<file path="config.mk">
export PLATFORM = sky130hd
export DESIGN_NAME = pid_differential_steering_core
export DESIGN_NICKNAME = d
export VERILOG_FILES = /design/src/sv/pdsc_pkg.sv /design/src/sv/pid_differential_steering_core.sv /design/src/sv/pdsc_regs.sv /design/src/sv/pdsc_seq.sv /design/src/sv/pdsc_dp.sv
export SDC_FILE = /design/constraint.sdc
export NUM_CORES = 1
export LEC_CHECK = 0
export ABC_AREA = 1
export BUFFER_PORTS_ARGS = -buffer_cell sky130_fd_sc_hd__buf_2
export CAP_MARGIN = 10
export CORE_ASPECT_RATIO = 1.1
export CORE_UTILIZATION = 51
export DETAILED_ROUTE_END_ITERATION = 7
export GPL_ROUTABILITY_DRIVEN = 1
export GPL_TIMING_DRIVEN = 0
export HOLD_SLACK_MARGIN = 0.05
export PLACE_DENSITY = 0.8
export SLEW_MARGIN = 40
export SYNTH_ARGS = -nofsm -noshare
export SYNTH_HDL_FRONTEND = slang
export SYNTH_HIERARCHICAL = 1
export SYNTH_SLANG_ARGS = --single-unit
</file>
<file path="constraint.sdc">
create_clock -name clk -period 6.5 [get_ports clk]
set_input_delay 0.975 -clock clk [delete_from_list [all_inputs] [get_ports clk]]
set_output_delay 0.975 -clock clk [all_outputs]
set_load 0.01 [all_outputs]
</file>
<file path="src/sv/pdsc_pkg.sv">
// Shared types, constants and control codes of the PID steering core.
// No dependencies; used by every other file of the block.
package pdsc_pkg;

  localparam int unsigned ERR_W   = 5;
  localparam int unsigned GAIN_W  = 8;
  localparam int unsigned INT_W   = 15;
  localparam int unsigned LIM_W   = 14;
  localparam int unsigned ACC_W   = 17;
  localparam int unsigned CORR_W  = 14;
  localparam int unsigned DIFF_W  = 6;
  localparam int unsigned MAG_W   = 14;
  localparam int unsigned ADDR_W  = 4;
  localparam int unsigned DATA_W  = 32;

  localparam int unsigned CLAMP_FACTOR = 50;
  localparam int unsigned DIV_STEPS    = MAG_W;
  localparam int unsigned MUL_STEPS    = GAIN_W;
  localparam int unsigned CNT_W        = $clog2(DIV_STEPS);

  localparam logic [GAIN_W-1:0] DRIVE_MAX = 8'd255;
  localparam logic signed [ACC_W-1:0] CORR_MAX = 17'sd8191;
  localparam logic signed [ACC_W-1:0] CORR_MIN = -17'sd8192;

  localparam logic [GAIN_W-1:0] GAIN_P_RST     = 8'd8;
  localparam logic [GAIN_W-1:0] GAIN_I_RST     = 8'd20;
  localparam logic [GAIN_W-1:0] GAIN_D_RST     = 8'd10;
  localparam logic [GAIN_W-1:0] BASE_SPEED_RST = 8'd85;

  typedef enum logic [1:0] {
    REG_GAIN_P     = 2'd0,
    REG_GAIN_I     = 2'd1,
    REG_GAIN_D     = 2'd2,
    REG_BASE_SPEED = 2'd3
  } reg_idx_t;

  typedef struct packed {
    logic [GAIN_W-1:0] gain_p;
    logic [GAIN_W-1:0] gain_i;
    logic [GAIN_W-1:0] gain_d;
    logic [GAIN_W-1:0] base_speed;
    logic [LIM_W-1:0]  limit;
  } cfg_t;

  typedef enum logic [3:0] {
    ST_IDLE,
    ST_DIFF,
    ST_INT,
    ST_CLAMP,
    ST_ABS,
    ST_DIV,
    ST_QSIGN,
    ST_MULP,
    ST_MULD,
    ST_LEFT,
    ST_RIGHT,
    ST_DONE
  } state_t;

  typedef enum logic [3:0] {
    OP_NONE,
    OP_LOAD,
    OP_DIFF,
    OP_INT,
    OP_CLAMP,
    OP_ABS,
    OP_DIV,
    OP_QSIGN,
    OP_MULP,
    OP_MULD,
    OP_LEFT,
    OP_RIGHT,
    OP_OUT
  } op_t;

  typedef struct packed {
    op_t  op;
    logic last;
  } ctrl_t;

endpackage

</file>
<file path="src/sv/pid_differential_steering_core.sv">
// PID steering core: one request at a time. A result is valid once the sequencer
// leaves its done state; the block is idle again in that same cycle, or stays
// in its done state while a previous result is still held by out_stall.
// Most of the sequence is the 14-step restoring divide and the two 8-step
// shift-add multiplies, all run through the one shared adder.
// Synchronous reset clears gains to defaults, integral and previous error to zero.
module pid_differential_steering_core (
  input  logic                                 clk,
  input  logic                                 rst,
  input  logic                                 psel,
  input  logic                                 penable,
  input  logic                                 pwrite,
  input  logic [pdsc_pkg::ADDR_W-1:0]          paddr,
  input  logic [pdsc_pkg::DATA_W-1:0]          pwdata,
  output logic [pdsc_pkg::DATA_W-1:0]          prdata,
  output logic                                 pready,
  input  logic                                 in_valid,
  output logic                                 in_stall,
  input  logic signed [pdsc_pkg::ERR_W-1:0]    steer_error,
  output logic                                 out_valid,
  input  logic                                 out_stall,
  output logic [pdsc_pkg::GAIN_W-1:0]          left_drive,
  output logic [pdsc_pkg::GAIN_W-1:0]          right_drive,
  output logic signed [pdsc_pkg::CORR_W-1:0]   steer_correction
);
  import pdsc_pkg::*;

  cfg_t  cfg;
  ctrl_t ctrl;

  pdsc_regs u_regs (
    .clk     (clk),
    .rst     (rst),
    .psel    (psel),
    .penable (penable),
    .pwrite  (pwrite),
    .paddr   (paddr),
    .pwdata  (pwdata),
    .prdata  (prdata),
    .pready  (pready),
    .cfg     (cfg)
  );

  pdsc_seq u_seq (
    .clk       (clk),
    .rst       (rst),
    .in_valid  (in_valid),
    .in_stall  (in_stall),
    .out_valid (out_valid),
    .out_stall (out_stall),
    .ctrl      (ctrl)
  );

  pdsc_dp u_dp (
    .clk              (clk),
    .rst              (rst),
    .ctrl             (ctrl),
    .cfg              (cfg),
    .steer_error      (steer_error),
    .left_drive       (left_drive),
    .right_drive      (right_drive),
    .steer_correction (steer_correction)
  );

endmodule

</file>
<file path="src/sv/pdsc_regs.sv">
// Configuration register file on an APB-style slave port.
// Depends on pdsc_pkg; feeds the gains, base speed and integral limit to the datapath.
module pdsc_regs (
  input  logic                          clk,
  input  logic                          rst,
  input  logic                          psel,
  input  logic                          penable,
  input  logic                          pwrite,
  input  logic [pdsc_pkg::ADDR_W-1:0]   paddr,
  input  logic [pdsc_pkg::DATA_W-1:0]   pwdata,
  output logic [pdsc_pkg::DATA_W-1:0]   prdata,
  output logic                          pready,
  output pdsc_pkg::cfg_t                cfg
);
  import pdsc_pkg::*;

  logic [GAIN_W-1:0] gain_p;
  logic [GAIN_W-1:0] gain_i;
  logic [GAIN_W-1:0] gain_d;
  logic [GAIN_W-1:0] base_speed;
  reg_idx_t          idx;
  logic              wr;

  assign pready = 1'b1;
  assign idx    = reg_idx_t'(paddr[3:2]);
  assign wr     = psel & penable & pwrite & pready;

  always_ff @(posedge clk) begin
    if (rst) begin
      gain_p     <= GAIN_P_RST;
      gain_i     <= GAIN_I_RST;
      gain_d     <= GAIN_D_RST;
      base_speed <= BASE_SPEED_RST;
    end else if (wr) begin
      case (idx)
        REG_GAIN_P:     gain_p     <= pwdata[GAIN_W-1:0];
        REG_GAIN_I:     gain_i     <= pwdata[GAIN_W-1:0];
        REG_GAIN_D:     gain_d     <= pwdata[GAIN_W-1:0];
        REG_BASE_SPEED: base_speed <= pwdata[GAIN_W-1:0];
        default: ;
      endcase
    end
  end

  always_comb begin
    case (idx)
      REG_GAIN_P:     prdata = {{(DATA_W-GAIN_W){1'b0}}, gain_p};
      REG_GAIN_I:     prdata = {{(DATA_W-GAIN_W){1'b0}}, gain_i};
      REG_GAIN_D:     prdata = {{(DATA_W-GAIN_W){1'b0}}, gain_d};
      REG_BASE_SPEED: prdata = {{(DATA_W-GAIN_W){1'b0}}, base_speed};
      default:        prdata = '0;
    endcase
  end

  // limit = 50 * gain_i, constant multiply
  assign cfg.gain_p     = gain_p;
  assign cfg.gain_i     = gain_i;
  assign cfg.gain_d     = gain_d;
  assign cfg.base_speed = base_speed;
  assign cfg.limit      = LIM_W'({{(LIM_W-GAIN_W){1'b0}}, gain_i} * LIM_W'(CLAMP_FACTOR));

endmodule

</file>
<file path="src/sv/pdsc_seq.sv">
// Sequencer: steps one request through the shared-adder datapath.
// Depends on pdsc_pkg; drives pdsc_dp through a ctrl_t word.
module pdsc_seq (
  input  logic            clk,
  input  logic            rst,
  input  logic            in_valid,
  output logic            in_stall,
  output logic            out_valid,
  input  logic            out_stall,
  output pdsc_pkg::ctrl_t ctrl
);
  import pdsc_pkg::*;

  state_t            state;
  state_t            state_next;
  logic [CNT_W-1:0]  cnt;
  logic [CNT_W-1:0]  cnt_next;
  logic              out_valid_next;
  logic              div_last;
  logic              mul_last;
  logic              can_load;

  assign div_last = (cnt == CNT_W'(DIV_STEPS - 1));
  assign mul_last = (cnt == CNT_W'(MUL_STEPS - 1));
  assign can_load = !out_valid || !out_stall;

  always_ff @(posedge clk) begin
    if (rst) begin
      state     <= ST_IDLE;
      cnt       <= '0;
      out_valid <= 1'b0;
    end else begin
      state     <= state_next;
      cnt       <= cnt_next;
      out_valid <= out_valid_next;
    end
  end

  always_comb begin
    state_next = state;
    case (state)
      ST_IDLE:  if (in_valid) state_next = ST_DIFF;
      ST_DIFF:  state_next = ST_INT;
      ST_INT:   state_next = ST_CLAMP;
      ST_CLAMP: state_next = ST_ABS;
      ST_ABS:   state_next = ST_DIV;
      ST_DIV:   if (div_last) state_next = ST_QSIGN;
      ST_QSIGN: state_next = ST_MULP;
      ST_MULP:  if (mul_last) state_next = ST_MULD;
      ST_MULD:  if (mul_last) state_next = ST_LEFT;
      ST_LEFT:  state_next = ST_RIGHT;
      ST_RIGHT: state_next = ST_DONE;
      ST_DONE:  if (can_load) state_next = ST_IDLE;
      default:  state_next = ST_IDLE;
    endcase
  end

  always_comb begin
    cnt_next = '0;
    if ((state == ST_DIV && !div_last) ||
        ((state == ST_MULP || state == ST_MULD) && !mul_last)) begin
      cnt_next = cnt + 1'b1;
    end
  end

  always_comb begin
    ctrl.op        = OP_NONE;
    ctrl.last      = mul_last;
    in_stall       = 1'b1;
    out_valid_next = out_valid && out_stall;
    case (state)
      ST_IDLE: begin
        in_stall = 1'b0;
        if (in_valid) ctrl.op = OP_LOAD;
      end
      ST_DIFF:  ctrl.op = OP_DIFF;
      ST_INT:   ctrl.op = OP_INT;
      ST_CLAMP: ctrl.op = OP_CLAMP;
      ST_ABS:   ctrl.op = OP_ABS;
      ST_DIV:   ctrl.op = OP_DIV;
      ST_QSIGN: ctrl.op = OP_QSIGN;
      ST_MULP:  ctrl.op = OP_MULP;
      ST_MULD:  ctrl.op = OP_MULD;
      ST_LEFT:  ctrl.op = OP_LEFT;
      ST_RIGHT: ctrl.op = OP_RIGHT;
      ST_DONE: begin
        if (can_load) begin
          ctrl.op        = OP_OUT;
          out_valid_next = 1'b1;
        end
      end
      default: ctrl.op = OP_NONE;
    endcase
  end

endmodule

</file>
<file path="src/sv/pdsc_dp.sv">
// Datapath: controller state and one shared 17-bit add/subtract unit that
// serves the difference, integral, magnitude, restoring divide, shift-add multiplies and mixing.
// Depends on pdsc_pkg; controlled by pdsc_seq.
module pdsc_dp (
  input  logic                                 clk,
  input  logic                                 rst,
  input  pdsc_pkg::ctrl_t                      ctrl,
  input  pdsc_pkg::cfg_t                       cfg,
  input  logic signed [pdsc_pkg::ERR_W-1:0]    steer_error,
  output logic [pdsc_pkg::GAIN_W-1:0]          left_drive,
  output logic [pdsc_pkg::GAIN_W-1:0]          right_drive,
  output logic signed [pdsc_pkg::CORR_W-1:0]   steer_correction
);
  import pdsc_pkg::*;

  logic [ERR_W-1:0]  err;
  logic [ERR_W-1:0]  prev;
  logic [DIFF_W-1:0] diff;
  logic [INT_W-1:0]  integ;
  logic [ACC_W-1:0]  acc;
  logic [GAIN_W-1:0] rem;
  logic [MAG_W-1:0]  dvd;
  logic [MAG_W-1:0]  quo;
  logic              neg;
  logic [ACC_W-1:0]  mcand;
  logic [GAIN_W-1:0] mgain;
  logic [GAIN_W-1:0] left_t;
  logic [GAIN_W-1:0] right_t;

  logic [ACC_W-1:0]  add_a;
  logic [ACC_W-1:0]  add_b;
  logic              add_sub;
  logic [ACC_W-1:0]  add_sum;

  logic [ACC_W-1:0]  lim;
  logic [ACC_W-1:0]  neg_lim;
  logic [ACC_W-1:0]  corr_sat;
  logic [GAIN_W-1:0] drive_sat;

  assign add_sum = add_a + (add_sub ? ~add_b : add_b) + ACC_W'(add_sub);

  assign lim     = {{(ACC_W-LIM_W){1'b0}}, cfg.limit};
  assign neg_lim = ~lim + 1'b1;

  always_comb begin
    if ($signed(acc) > CORR_MAX)      corr_sat = CORR_MAX;
    else if ($signed(acc) < CORR_MIN) corr_sat = CORR_MIN;
    else                              corr_sat = acc;
  end

  always_comb begin
    if (add_sum[ACC_W-1])               drive_sat = '0;
    else if (add_sum[ACC_W-2:GAIN_W] != '0) drive_sat = DRIVE_MAX;
    else                                drive_sat = add_sum[GAIN_W-1:0];
  end

  always_comb begin
    add_a   = '0;
    add_b   = '0;
    add_sub = 1'b0;
    case (ctrl.op)
      OP_DIFF: begin
        add_a   = {{(ACC_W-ERR_W){err[ERR_W-1]}}, err};
        add_b   = {{(ACC_W-ERR_W){prev[ERR_W-1]}}, prev};
        add_sub = 1'b1;
      end
      OP_INT: begin
        add_a = {{(ACC_W-INT_W){integ[INT_W-1]}}, integ};
        add_b = {{(ACC_W-ERR_W){err[ERR_W-1]}}, err};
      end
      OP_ABS: begin
        add_b   = {{(ACC_W-INT_W){integ[INT_W-1]}}, integ};
        add_sub = integ[INT_W-1];
      end
      OP_DIV: begin
        add_a   = {{(ACC_W-GAIN_W-1){1'b0}}, rem, dvd[MAG_W-1]};
        add_b   = {{(ACC_W-GAIN_W){1'b0}}, cfg.gain_i};
        add_sub = 1'b1;
      end
      OP_QSIGN: begin
        add_b   = (cfg.gain_i == '0) ? '0 : {{(ACC_W-MAG_W){1'b0}}, quo};
        add_sub = neg;
      end
      OP_MULP, OP_MULD: begin
        add_a = acc;
        add_b = mgain[0] ? mcand : '0;
      end
      OP_LEFT: begin
        add_a = {{(ACC_W-GAIN_W){1'b0}}, cfg.base_speed};
        add_b = corr_sat;
      end
      OP_RIGHT: begin
        add_a   = {{(ACC_W-GAIN_W){1'b0}}, cfg.base_speed};
        add_b   = corr_sat;
        add_sub = 1'b1;
      end
      default: ;
    endcase
  end

  always_ff @(posedge clk) begin
    if (rst) begin
      integ <= '0;
      prev  <= '0;
    end else begin
      case (ctrl.op)
        OP_DIFF: prev <= err;
        OP_CLAMP: begin
          if ($signed(acc) > $signed(lim))          integ <= lim[INT_W-1:0];
          else if ($signed(acc) < $signed(neg_lim)) integ <= neg_lim[INT_W-1:0];
          else                                      integ <= acc[INT_W-1:0];
        end
        default: ;
      endcase
    end
  end

  always_ff @(posedge clk) begin
    case (ctrl.op)
      OP_LOAD: err  <= steer_error;
      OP_DIFF: diff <= add_sum[DIFF_W-1:0];
      OP_INT:  acc  <= add_sum;
      OP_ABS: begin
        dvd <= add_sum[MAG_W-1:0];
        neg <= integ[INT_W-1];
        rem <= '0;
        quo <= '0;
      end
      OP_DIV: begin
        if (!add_sum[ACC_W-1]) rem <= add_sum[GAIN_W-1:0];
        else                   rem <= {rem[GAIN_W-2:0], dvd[MAG_W-1]};
        dvd <= {dvd[MAG_W-2:0], 1'b0};
        quo <= {quo[MAG_W-2:0], ~add_sum[ACC_W-1]};
      end
      OP_QSIGN: begin
        acc   <= add_sum;
        mcand <= {{(ACC_W-ERR_W){err[ERR_W-1]}}, err};
        mgain <= cfg.gain_p;
      end
      OP_MULP, OP_MULD: begin
        acc <= add_sum;
        if (ctrl.op == OP_MULP && ctrl.last) begin
          mcand <= {{(ACC_W-DIFF_W){diff[DIFF_W-1]}}, diff};
          mgain <= cfg.gain_d;
        end else begin
          mcand <= {mcand[ACC_W-2:0], 1'b0};
          mgain <= {1'b0, mgain[GAIN_W-1:1]};
        end
      end
      OP_LEFT:  left_t  <= drive_sat;
      OP_RIGHT: right_t <= drive_sat;
      OP_OUT: begin
        left_drive       <= left_t;
        right_drive      <= right_t;
        steer_correction <= corr_sat[CORR_W-1:0];
      end
      default: ;
    endcase
  end

endmodule

</file>
* Word level (Yosys, flattened, before mapping)
Index checks and enable logic that the tools add are counted.
Storage, ports and cells: register bits after elaboration 197, output and inout port bits 65
Cells by class: add/sub/neg operators 4, multipliers 1, order comparisons 4, eq/ne operators 33, muxes and demuxes 33, bitwise gates (word level) 6, reductions and logical operators 27
Operators with widths (count):
- $pmux 32 s4 | 1
- $pmux 17 s7 | 1
- $pmux 4 s12 | 2
- $mux 17 | 5
- $pmux 17 s5 | 1
- $pmux 14 s2 | 2
- $eq 4x4->1 const B | 10
- $eq 4x3->1 const B | 9
- $pmux 17 s2 | 1
- $mux 8 | 4
- $pmux 8 s2 | 2
- $mux 15 | 2
- $mux 4 | 6
- $add 17x1->17 | 1
- $add 17x1->17 const B | 1
- $add 17x17->17 | 1
- $gt 17x14->1 const B | 1
- $gt 17x15->1 | 1
- $lt 17x14->1 const B | 1
- $lt 17x17->1 | 1
- $not 14->17 | 1
- $not 17->17 | 1
- $eq 4x2->1 const B | 4
- $mux 14 | 1
- other kinds (24) | 48

* Depth between registers and ports, before layout
depth in word-level cells 14, depth in mapped cells 31

* By module
Netlist, hierarchy kept.
By module, submodules not included:
- pdsc_dp | instances 1, cells an instance 1015, area each 9171.3 sq um, sequential area each 4484.3 sq um
- pdsc_regs | instances 1, cells an instance 325, area each 2299.7 sq um, sequential area each 640.6 sq um
- pdsc_seq | instances 1, cells an instance 88, area each 591.8 sq um, sequential area each 180.2 sq um

* Worst setup path before layout
No wires, ideal clock.
path type in2reg, start point input port out_stall, end point register u_dp.rem[6], data pin, library setup time 273 ps, data arrival time 4379 ps, required time 6227 ps, path slack 1848 ps, stages on the path 23, path buffers 2, cell sequence nand2_1 -> inv_1 -> o21ai_1 -> inv_2 -> nand2_2 -> nor2_2 -> nand2_2 -> inv_1 -> clkbuf_1 -> a221oi_1 -> o311ai_0 -> xor2_1 -> fa_1 -> nand3_1 -> nand2_1 -> a21boi_0 -> o21ai_0 -> a31oi_1 -> or2_4 -> nand2_8 -> buf_8 -> nand2_2 -> o22ai_2
RTL lines:
- start, declared | line pid_differential_steering_core.sv:21 | input logic out_stall,
- end signal, assigned | line pdsc_dp.sv:130 | if (!add_sum[ACC_W-1]) rem <= add_sum[GAIN_W-1:0];
- end signal, assigned | line pdsc_dp.sv:131 | else rem <= {rem[GAIN_W-2:0], dvd[MAG_W-1]};
- end, declared | line pdsc_dp.sv:21 | logic [GAIN_W-1:0] rem;

==> results.tsv <==
metric	value	unit
dieArea	0.0243	mm2
slew-limit-headroom	37.0	%
ff2ff_path_depth	25	
cts_inserted_buffers	17	
fin_crit_sh	88.3	%
path_clk_slew	0.07	ns
cp-startpoint	u_seq/state[3]	
synth_edf_count	136	
fin_skew	0.0134	ns
ctsResizeCount	0	
numClockSinks	197	
grtUsageMet1	37.2	%
ys_warn_count	6	
netlist.top_cell.by_area	edfxtp_1	
hold_path.startpoint	u_dp/left_t[1]	
antenna_found_initial	0	
fin_util	58.5	%
dp_hpwl	25900	um
status	completed	
tightest_slew	0.938	ns
drcViolationCount	0	
rr_startpoint	u_seq/state[3]	
path_max_fanout	10	
netlist_area	0.0121	mm2
drv_cap	0	
grt_util_met2	43.7	%
grt_max_degree	26	
min_path_type	flip-flop to flip-flop	
via_per_inst	5.72	
crit_required	6.69	ns
cts_root_buffer	clkbuf_16	
overflow	0	
htreeDepth	4	
worstSetupPathType	flip-flop to flip-flop	
io_buffers	61	
postCtsHoldBufs	0	
clock.fmax	174	MHz
firstDrtPassIters	7	
cts_tree	yes	
grt-busiest-layer	met2	
num_antenna_cells	0	
yosysUniqueCellTypes	62	
start_kind	flip-flop	
seq_area_frac_synth	44.0	%
drt-total-wl	33500	um
die_h	163	um
met3_usage	5.89	%
drive_gt1_share	14.3	%
synthTopCellsByArea	edfxtp_1 (34%), dfxtp_1 (10%), nand2_1 (9.5%), ha_1 (8.0%), inv_1 (5.1%)	
drt_iter0_markers	1170	
cp-end-kind	flip-flop	
synth_flop_cell	edfxtp_1	
initial_utilization	52.4	%
min_period	5.74	ns
wl_per_cell	18.1	um
row_count	58	
synthCells	1428	
die_width	149	um
netlist_top_cells_count	nand2_1 (306), inv_1 (163), nor2_1 (138), edfxtp_1 (136), o21ai_0 (85)	
core	0.0230	mm2
ios	113	
r2r_setup_slack	0.76	ns
drt.antenna.violating_nets	0	
gp_congestion	1.01	
post-synth-top-count-cell	nand2_1	
setup_viol	0	
fin_nets	1666	
dr_total_vias	10600	
hold_viol_final	0	
cts_setup_buffers	0	
grt_setup_unrepaired	no	
synth_top_area_share	33.9	%
syn_to_final_growth	11.5	%
clock_path_buffers	2	
ys_ff_latch	197	
grt_pass1_vias	9766	
finalSetupTns	0	ns
crit_arrival	5.93	ns
track_usage	28.3	%
clk_latency	0.44	ns
slew_viol_final	0	
async_flop_share	0	%
min_path_cells	0	
grt_pass1_wl	52200	um
avgSynthCellArea	8.45	um2
==> cell usage in the layout (no fill, tap or decap), types with 4 or more instances in the layout <==
master and n:
nand2_1 304, inv_1 163, nor2_1 137, edfxtp_1 136
o21ai_0 85, ha_1 77, nand3_1 67, buf_2 65
dfxtp_1 61, a21oi_1 59, buf_4 32, clkbuf_1 31
xor2_1 31, conb_1 26, nand2_2 25, clkbuf_16 17
o22ai_1 17, o211ai_1 16, inv_2 15, nand4_1 15
nor2_2 14, o2111ai_1 11, o311ai_0 10, a22oi_1 10
nor2_4 9, a31oi_1 9, nand2_4 8, xnor2_1 8
o31ai_1 8, nor3_1 7, nand3_2 6, inv_6 5
clkinv_1 5, a221oi_1 5, or2_2 4, fa_1 4
==> path summary, 6_finish.rpt <==
path,to
setup / recovery,u_dp/left_t[4]
hold reg to reg,u_dp/left_drive[1]
setup reg to reg,u_dp/left_t[4]
hold / removal,u_dp/left_drive[1]
==> final cells by class <==
class / count / area, um2
Fill cell: 2043 / 9550
Inverter: 183 / 691
Buffer: 67 / 385
Multi-Input combinational cell: 1005 / 5790
Clock buffer: 18 / 429
Sequential cell: 197 / 5310
Timing Repair Buffer: 66 / 358
Clock inverter: 14 / 123
Tap cell: 300 / 375
==> worst max-delay path: stages (launching register included) <==
cell,delay (ns)
dfxtp_1,0.36
nand2_1,0.08
inv_1,0.05
or2_1,0.23
a31oi_1,0.54
nand2_1,0.18
nor2_2,0.40
clkinv_1,0.44
o221ai_1,0.35
a221oi_1,0.11
o311ai_0,0.16
xor2_1,0.34
fa_1,0.36
nand3_1,0.11
nand2_1,0.19
a21boi_0,0.17
o21ai_0,0.32
nand2_1,0.10
nand2_1,0.18
nand3_1,0.10
nor2_1,0.13
nand4_1,0.11
nor2_1,0.13
nand2_2,0.10
nand2_4,0.15
nand2_2,0.07
==> stage by stage <==
| stage | std cells | instance area, um2 | hold WS (ns) | setup WS [ns] |
|---|---|---|---|---|
| 5_1_grt | 1850 | 13500 | 0.426 | 0.284 |
| 4_1_cts | 1850 | 13500 | 0.420 | 0.896 |
| 6_report | 1850 | 13500 | 0.420 | 0.761 |
| 3_5_place_dp | 1818 | 12900 | 0.405 | 0.690 |
| 2_1_floorplan | 1452 | 12200 | 0.400 | 1.85 |
| 3_3_place_gp | 1813 | 12800 | 0.401 | 0.878 |
==> kinds of logic after synthesis <==
logic type	after synthesis	synth area share (%)
AO/OA/AOI/OAI	252	12.9
AND/OR/NAND/NOR	607	22.7
flip-flops	197	44.0
XOR/XNOR	39	2.83
buffers and inverters	250	8.92
other	2	0.0623
adder cells (fa/ha/maj)	81	8.65
==> per-layer routing <==
| layer | vias to the layer above | share of wire [%] |
|---|---|---|
| met5 | - | 0 |
| met4 | 0 | 5.0 |
| met3 | 119 | 11 |
| met2 | 598 | 45 |
| met1 | 4868 | 40 |
| li1 | 4993 | - |
==> flip-flops by register name, indices dropped and copies added (netlist names), 8 cells and up <==
signal / flops
u_regs/gain_d: 8
u_dp/left_drive: 8
u_dp/mcand: 17
u_dp/right_t: 8
u_dp/acc: 17
u_dp/mgain: 8
u_regs/gain_p: 8
u_dp/dvd: 14
u_dp/quo: 14
u_dp/integ: 15
u_dp/left_t: 8
u_dp/steer_correction: 14
u_dp/rem: 8
u_regs/base_speed: 8
u_dp/right_drive: 8
u_regs/gain_i: 8
Power is left out: the tool's default activity adds up to more than one toggle a clock period on the data nets, which glitch-free logic cannot reach.
